File: config.mk
export PLATFORM = sky130hd
export DESIGN_NAME = string_escape_decoder_top
export DESIGN_NICKNAME = d
export VERILOG_FILES = /design/src/rtl/sed_pkg.sv /design/src/rtl/string_escape_decoder_top.sv
export SDC_FILE = /design/constraint.sdc
export NUM_CORES = 1
export LEC_CHECK = 0
export BUFFER_PORTS_ARGS = -buffer_cell sky130_fd_sc_hd__buf_2
export CORE_MARGIN = 4
export CORE_UTILIZATION = 38
export CTS_CLUSTER_SIZE = 28
export DETAILED_ROUTE_END_ITERATION = 16
export PLACE_DENSITY = 0.64
export SYNTH_ARGS = -nofsm -noshare
export SYNTH_HDL_FRONTEND = slang
export SYNTH_SLANG_ARGS = --single-unit
File: constraint.sdc
create_clock -name clk_i -period 2.4 [get_ports clk_i]
set_input_delay 0.48 -clock clk_i [delete_from_list [all_inputs] [get_ports clk_i]]
set_output_delay 0.48 -clock clk_i [all_outputs]
set_load 0.03 [all_outputs]
File: src/rtl/sed_pkg.sv
// Package of the string escape decoder: status codes, character constants
// and the hex digit decode. Depends on nothing.
`default_nettype none

package sed_pkg;

  localparam int unsigned CharW  = 21;
  localparam int unsigned CodeW  = 16;
  localparam int unsigned StatW  = 3;
  localparam int unsigned PendW  = 3;
  localparam int unsigned DigitW = 4;

  typedef enum logic [StatW-1:0] {
    ST_OK           = 3'd0,
    ST_MISSING      = 3'd1,
    ST_UNTERMINATED = 3'd2,
    ST_BAD_HEX      = 3'd3,
    ST_BAD_ESCAPE   = 3'd4,
    ST_SURROGATE    = 3'd5
  } status_e;

  localparam logic [CharW-1:0] CharB      = 21'h62;
  localparam logic [CharW-1:0] CharT      = 21'h74;
  localparam logic [CharW-1:0] CharN      = 21'h6e;
  localparam logic [CharW-1:0] CharF      = 21'h66;
  localparam logic [CharW-1:0] CharR      = 21'h72;
  localparam logic [CharW-1:0] CharU      = 21'h75;
  localparam logic [CharW-1:0] CharQuote  = 21'h22;
  localparam logic [CharW-1:0] CharApos   = 21'h27;
  localparam logic [CharW-1:0] CharBslash = 21'h5c;
  localparam logic [CharW-1:0] CharSlash  = 21'h2f;

  localparam logic [CodeW-1:0] CodeBs = 16'd8;
  localparam logic [CodeW-1:0] CodeHt = 16'd9;
  localparam logic [CodeW-1:0] CodeLf = 16'd10;
  localparam logic [CodeW-1:0] CodeFf = 16'd12;
  localparam logic [CodeW-1:0] CodeCr = 16'd13;

  localparam logic [PendW-1:0] HexDigits = 3'd4;

  // Upper five bits of every surrogate code unit.
  localparam logic [4:0] SurrogateTop = 5'b11011;

  typedef struct packed {
    logic              bad;
    logic [DigitW-1:0] value;
  } digit_t;

  // Decodes one ASCII hex digit, upper or lower case.
  function automatic digit_t hex_value(logic [CharW-1:0] c);
    digit_t d;
    d.bad   = 1'b0;
    d.value = c[DigitW-1:0];
    if (c inside {[21'h30:21'h39]}) begin
      d.value = c[DigitW-1:0];
    end else if ((c inside {[21'h41:21'h46]}) || (c inside {[21'h61:21'h66]})) begin
      d.value = c[DigitW-1:0] + 4'd9;
    end else begin
      d.bad = 1'b1;
    end
    return d;
  endfunction

endpackage

`default_nettype wire

File: src/rtl/string_escape_decoder_top.sv
// Top level of the string escape decoder: escape letter decode, hex unit
// gathering and the result register. Depends on sed_pkg.
//
//   channel  direction  handshake                 payload
//   in       request    in_valid_i / in_ready_o   char_code_i, at_end_i
//   out      result     out_valid_o / out_ready_i code_point_o, status_o
//
// One request is taken per cycle; its result, if any, is shown the next cycle.
// The only stage is the result register, which the escape state also feeds.
// A request is taken whenever the result register is empty or being drained.
// Reset clears the escape state and the result valid flag.
`default_nettype none

module string_escape_decoder_top (
  input  wire logic                        clk_i,
  input  wire logic                        rst_ni,
  input  wire logic                        in_valid_i,
  output logic                             in_ready_o,
  input  wire logic [sed_pkg::CharW-1:0]   char_code_i,
  input  wire logic                        at_end_i,
  output logic                             out_valid_o,
  input  wire logic                        out_ready_i,
  output logic      [sed_pkg::CodeW-1:0]   code_point_o,
  output logic      [sed_pkg::StatW-1:0]   status_o
);

  logic [sed_pkg::PendW-1:0] pend_q, pend_d;
  logic [sed_pkg::CodeW-1:0] acc_q, acc_d;
  logic                      out_valid_q;
  logic [sed_pkg::CodeW-1:0] code_q;
  sed_pkg::status_e          status_q;

  logic                      in_accept;
  logic                      emit;
  logic [sed_pkg::CodeW-1:0] emit_code;
  sed_pkg::status_e          emit_status;
  sed_pkg::digit_t           digit;
  logic [sed_pkg::CodeW-1:0] acc_next;
  logic [sed_pkg::PendW-1:0] pend_next;

  assign in_ready_o = !out_valid_q || out_ready_i;
  assign in_accept  = in_valid_i && in_ready_o;

  assign digit     = sed_pkg::hex_value(char_code_i);
  assign acc_next  = {acc_q[sed_pkg::CodeW-sed_pkg::DigitW-1:0], digit.value};
  assign pend_next = pend_q - 3'd1;

  always_comb begin
    emit        = 1'b0;
    emit_code   = '0;
    emit_status = sed_pkg::ST_OK;
    pend_d      = pend_q;
    acc_d       = acc_q;
    if (pend_q == '0) begin
      if (at_end_i) begin
        emit        = 1'b1;
        emit_status = sed_pkg::ST_MISSING;
      end else begin
        emit = 1'b1;
        case (char_code_i)
          sed_pkg::CharB: emit_code = sed_pkg::CodeBs;
          sed_pkg::CharT: emit_code = sed_pkg::CodeHt;
          sed_pkg::CharN: emit_code = sed_pkg::CodeLf;
          sed_pkg::CharF: emit_code = sed_pkg::CodeFf;
          sed_pkg::CharR: emit_code = sed_pkg::CodeCr;
          sed_pkg::CharQuote, sed_pkg::CharApos, sed_pkg::CharBslash,
          sed_pkg::CharSlash: begin
            emit_code = char_code_i[sed_pkg::CodeW-1:0];
          end
          sed_pkg::CharU: begin
            emit   = 1'b0;
            pend_d = sed_pkg::HexDigits;
            acc_d  = '0;
          end
          default: emit_status = sed_pkg::ST_BAD_ESCAPE;
        endcase
      end
    end else if (at_end_i) begin
      emit        = 1'b1;
      emit_status = sed_pkg::ST_UNTERMINATED;
    end else if (digit.bad) begin
      emit        = 1'b1;
      emit_status = sed_pkg::ST_BAD_HEX;
    end else if (pend_next != '0) begin
      pend_d = pend_next;
      acc_d  = acc_next;
    end else begin
      emit = 1'b1;
      if (acc_next[sed_pkg::CodeW-1:sed_pkg::CodeW-5] == sed_pkg::SurrogateTop) begin
        emit_status = sed_pkg::ST_SURROGATE;
      end else begin
        emit_code = acc_next;
      end
    end
    if (emit) begin
      pend_d = '0;
      acc_d  = '0;
    end
  end

  always_ff @(posedge clk_i or negedge rst_ni) begin
    if (!rst_ni) begin
      pend_q      <= '0;
      acc_q       <= '0;
      out_valid_q <= 1'b0;
    end else begin
      if (in_accept) begin
        pend_q      <= pend_d;
        acc_q       <= acc_d;
        out_valid_q <= emit;
      end else if (out_ready_i) begin
        out_valid_q <= 1'b0;
      end
    end
  end

  always_ff @(posedge clk_i) begin
    if (in_accept && emit) begin
      code_q   <= emit_code;
      status_q <= emit_status;
    end
  end

  assign out_valid_o  = out_valid_q;
  assign code_point_o = code_q;
  assign status_o     = status_q;

endmodule

`default_nettype wire

==> run_summary.xml <==
<?xml version="1.0" encoding="UTF-8"?>
<metrics>
  <group name="outcome">
    <metric name="result_of_the_run" unit="">finished, final reports clean</metric>
  </group>
  <group name="sta">
    <metric name="clock-skew-final" unit="ns">0.009765</metric>
    <metric name="hold_viol" unit="">0</metric>
    <metric name="max_slew.worst_pin.slew" unit="ns">0.4317</metric>
    <metric name="setup_slack" unit="ns">0.2412</metric>
    <metric name="finalMaxSlewViolations" unit="">0</metric>
    <metric name="rsz0062_at_grt" unit="">no</metric>
    <metric name="fin_crit_sh" unit="">0.8995</metric>
    <metric name="hold_ws" unit="ns">0.09908</metric>
    <metric name="finalWorstPathRequiredPeriod" unit="ns">2.159</metric>
    <metric name="setup_violations" unit="">0</metric>
    <metric name="headroom_to_the_max_slew_limit" unit="">0.7100</metric>
    <metric name="max_freq" unit="GHz">0.4632</metric>
  </group>
  <group name="synthesis">
    <metric name="synth_edf_count" unit="">19</metric>
    <metric name="yosysTopAreaCellShare" unit="">0.2838</metric>
    <metric name="mean_instance_size_in_the_synthesized_netlist" unit="um2">10.93</metric>
    <metric name="synth-async-reset-ratio" unit="">0.4571</metric>
    <metric name="synth.area.top_cells" unit="">edfxtp_1 (28%), dfrtp_1 (20%), a22o_2 (4.0%)</metric>
    <metric name="synth_top_cells_by_count" unit="">edfxtp_1 (19), dfrtp_1 (16), nor2_1 (12)</metric>
    <metric name="yosys_most_used_dff" unit="">edfxtp_1</metric>
    <metric name="synth_warnings" unit="">0</metric>
    <metric name="synthesis.nets" unit="">214</metric>
    <metric name="synth_cell_types" unit="">55</metric>
    <metric name="mappedNetlistArea" unit="um2">2011</metric>
    <metric name="postSynthRegisterBits" unit="">35</metric>
    <metric name="synth_seq_area_share" unit="">0.4829</metric>
    <metric name="syn-instance-count" unit="">184</metric>
    <metric name="yosys.cell_count.top_type" unit="">edfxtp_1</metric>
    <metric name="synth_largest_area_cell" unit="">edfxtp_1</metric>
  </group>
  <group name="placed_design">
    <metric name="portBuffers" unit="">46</metric>
    <metric name="half_perimeter_wire_length_after_placement" unit="um">3575</metric>
    <metric name="place.gp.congestion" unit="">0.8413</metric>
    <metric name="dp_slack" unit="ns">-0.08955</metric>
  </group>
  <group name="floorplan">
    <metric name="die_area" unit="um2">6519</metric>
    <metric name="initial_utilization" unit="">0.3937</metric>
    <metric name="num_rows" unit="">26</metric>
    <metric name="die_y" unit="um">80.74</metric>
    <metric name="die_w" unit="um">80.74</metric>
    <metric name="core" unit="um2">5107</metric>
    <metric name="i_o_pins" unit="">47</metric>
  </group>
  <group name="power_and_ir_drop">
    <metric name="share_clk_of_total_power" unit="">0.383</metric>
    <metric name="total_leakage_power" unit="uW">0.001165</metric>
    <metric name="internal-power" unit="uW">1030</metric>
    <metric name="power" unit="uW">1355</metric>
    <metric name="netSwitchingFraction" unit="">0.2402</metric>
    <metric name="power.share.combinational" unit="">0.136</metric>
    <metric name="sequentialPowerShare" unit="">0.481</metric>
    <metric name="power.density" unit="nW/um2">518.7</metric>
    <metric name="net-switching-power" unit="uW">325.5</metric>
    <metric name="ir_drop_worst_case_vdd" unit="uV">214.2</metric>
  </group>
  <group name="cts">
    <metric name="tritoncts" unit="">yes</metric>
    <metric name="postCtsSetupRepairBufs" unit="">0</metric>
    <metric name="cts.sinks" unit="">35</metric>
    <metric name="cts-root-buf" unit="">clkbuf_8</metric>
    <metric name="cts_max_path_buffers" unit="">2</metric>
    <metric name="cts_resized" unit="">0</metric>
    <metric name="clkTransAtPathRegs" unit="ns">0.07</metric>
    <metric name="postCtsHoldBufs" unit="">0</metric>
    <metric name="clk-insertion-delay-late" unit="ns">0.29</metric>
    <metric name="cts_max_level" unit="">2</metric>
    <metric name="cts_inserted_buffers" unit="">5</metric>
  </group>
  <group name="grt">
    <metric name="grt_antenna_before_repair" unit="">0</metric>
    <metric name="largest_net_degree_at_the_start_of_global_routing" unit="">20</metric>
    <metric name="gr-total-overflow" unit="">0</metric>
    <metric name="grtUsageTotal" unit="">0.1511</metric>
    <metric name="global_route_wire_length_before_repair" unit="um">7562</metric>
    <metric name="first_global_vias" unit="">1623</metric>
  </group>
  <group name="route">
    <metric name="routed-via-count" unit="">1668</metric>
    <metric name="routed_wirelength" unit="um">4485</metric>
    <metric name="post_drt_wl_per_cell" unit="um">13.84</metric>
    <metric name="initial_drc_count" unit="">73</metric>
    <metric name="detail_route.first_pass.iterations" unit="">4</metric>
    <metric name="drtAntennaViolNets" unit="">0</metric>
    <metric name="count_of_unresolved_drc_violations_after_routing" unit="">0</metric>
    <metric name="drt-vias-per-instance" unit="">5.148</metric>
  </group>
  <group name="critical_path">
    <metric name="crit_arrival" unit="ns">2.15</metric>
    <metric name="cp_data_required_time" unit="ns">2.39</metric>
    <metric name="crit_path_end_kind" unit="">flop</metric>
    <metric name="timing.critical_path.fanout_max" unit="">19</metric>
    <metric name="critical_path.startpoint_type" unit="">primary input</metric>
    <metric name="reg2regPathDepth" unit="">5</metric>
    <metric name="crit_type" unit="">primary input to flop</metric>
  </group>
  <group name="run">
    <metric name="cap_violations" unit="">0</metric>
  </group>
  <group name="hold_path">
    <metric name="hp_class" unit="">primary input to async pin</metric>
  </group>
  <group name="final_layout">
    <metric name="area_growth" unit="%">29.93</metric>
    <metric name="antenna_cells" unit="">0</metric>
    <metric name="drive_gt1_frac" unit="">0.4252</metric>
    <metric name="final_core_utilization" unit="">0.5115</metric>
    <metric name="fin_nets" unit="">283</metric>
  </group>
</metrics>
==> worst max-delay path: stages <==
cell	delay [ns]
buf_2	0.17
inv_12	0.04
ha_4	0.17
nor2b_4	0.12
o311a_4	0.31
o31ai_4	0.19
a21oi_2	0.08
or2_1	0.26
a21oi_4	0.16
buf_12	0.18
==> routing by layer <==
metal  GRT usage  vias up  routed length [um]
met5           0        -                   0
met4     0.05574        0                  77
met3     0.02550        7                 209
met2      0.2715       40                2337
met1      0.1809      793                1861
li1            -      828                   -
==> sequential cells by signal, indices dropped and copies added (netlist names) <==
name and flops:
status_o 3, acc_q 12, code_point_o 16, out_valid_o 1, pend_q 3
==> placed cells by master, fill, tap and decap left out, types with 2 or more instances in the layout <==
master	netlist	routed
nor3_1	5	5
nand2_1	11	11
o31ai_1	2	2
nor4_1	4	4
inv_1	7	6
mux2i_1	2	2
a22o_2	8	8
nand3b_1	4	4
o22ai_1	2	2
a21oi_1	6	4
a32o_1	4	4
and2_1	2	2
a21boi_0	2	2
nand3_1	7	7
nand4_1	3	3
xnor2_1	2	2
and3_1	8	8
o21ai_0	9	9
or2_2	2	2
nand4b_1	2	2
or2_1	2	2
a21o_1	2	2
ha_1	4	3
clkbuf_8	0	5
nor2_1	12	12
nor2b_1	2	2
buf_2	2	46
edfxtp_1	19	19
dfrtp_1	16	16
nand2b_1	3	3
buf_4	0	25
==> power groups by stage <==
stage	clock network [uW]	logic, uW	registers [uW]
floorplan	0	73.8	695
global placement	0	184	664
detailed placement	0	186	664
CTS	530	186	652
global route	559	200	652
finish	519	184	651
==> final timing paths <==
kind / start / endpoint / slack [ns]
min in group clk_i: in_valid_i / out_valid_o$_DFFE_PN0P_ / 0.42
setup / recovery: char_code_i[1] / code_point_o[5]$_DFFE_PP_ / 0.24
setup reg to reg: pend_q[0]$_DFFE_PN0P_ / code_point_o[5]$_DFFE_PP_ / 0.59
max in group asynchronous: rst_ni / acc_q[0]$_DFFE_PN0P_ / 2.02
hold / removal: rst_ni / acc_q[7]$_DFFE_PN0P_ / 0.1
hold reg to reg: acc_q[3]$_DFFE_PN0P_ / acc_q[3]$_DFFE_PN0P_ / 0.52
==> final cells by class <==
| type | count | area (um2) |
|---|---|---|
| fill | 489 | 2495 |
| sequential | 35 | 970.9 |
| multi-input combinational | 132 | 964.7 |
| timing repair buffer | 72 | 437.9 |
| tap | 70 | 87.58 |
| clock buffer | 5 | 68.82 |
| clock inverter | 3 | 43.79 |
| inverter | 7 | 38.79 |
==> logic make-up after synthesis <==
kind of cell,share of synthesized area
AO/OA/AOI/OAI,0.1904
XOR/XNOR,0.01307
flip-flops,0.4829
buffers and inverters,0.05103
AND/OR/NAND/NOR,0.2222
adder cells (fa/ha/maj),0.02489
multiplexers,0.01556
==> metrics by stage <==
stage	cells	setup TNS [ns]	cell area (um2)
2_1_floorplan	184	-1.476	2051
3_3_place_gp	316	-0.9858	2500
3_5_place_dp	316	-1.308	2500
4_1_cts	324	0	2613
5_1_grt	324	0	2613
6_report	324	0	2613
(Power assumes the default switching activity.)
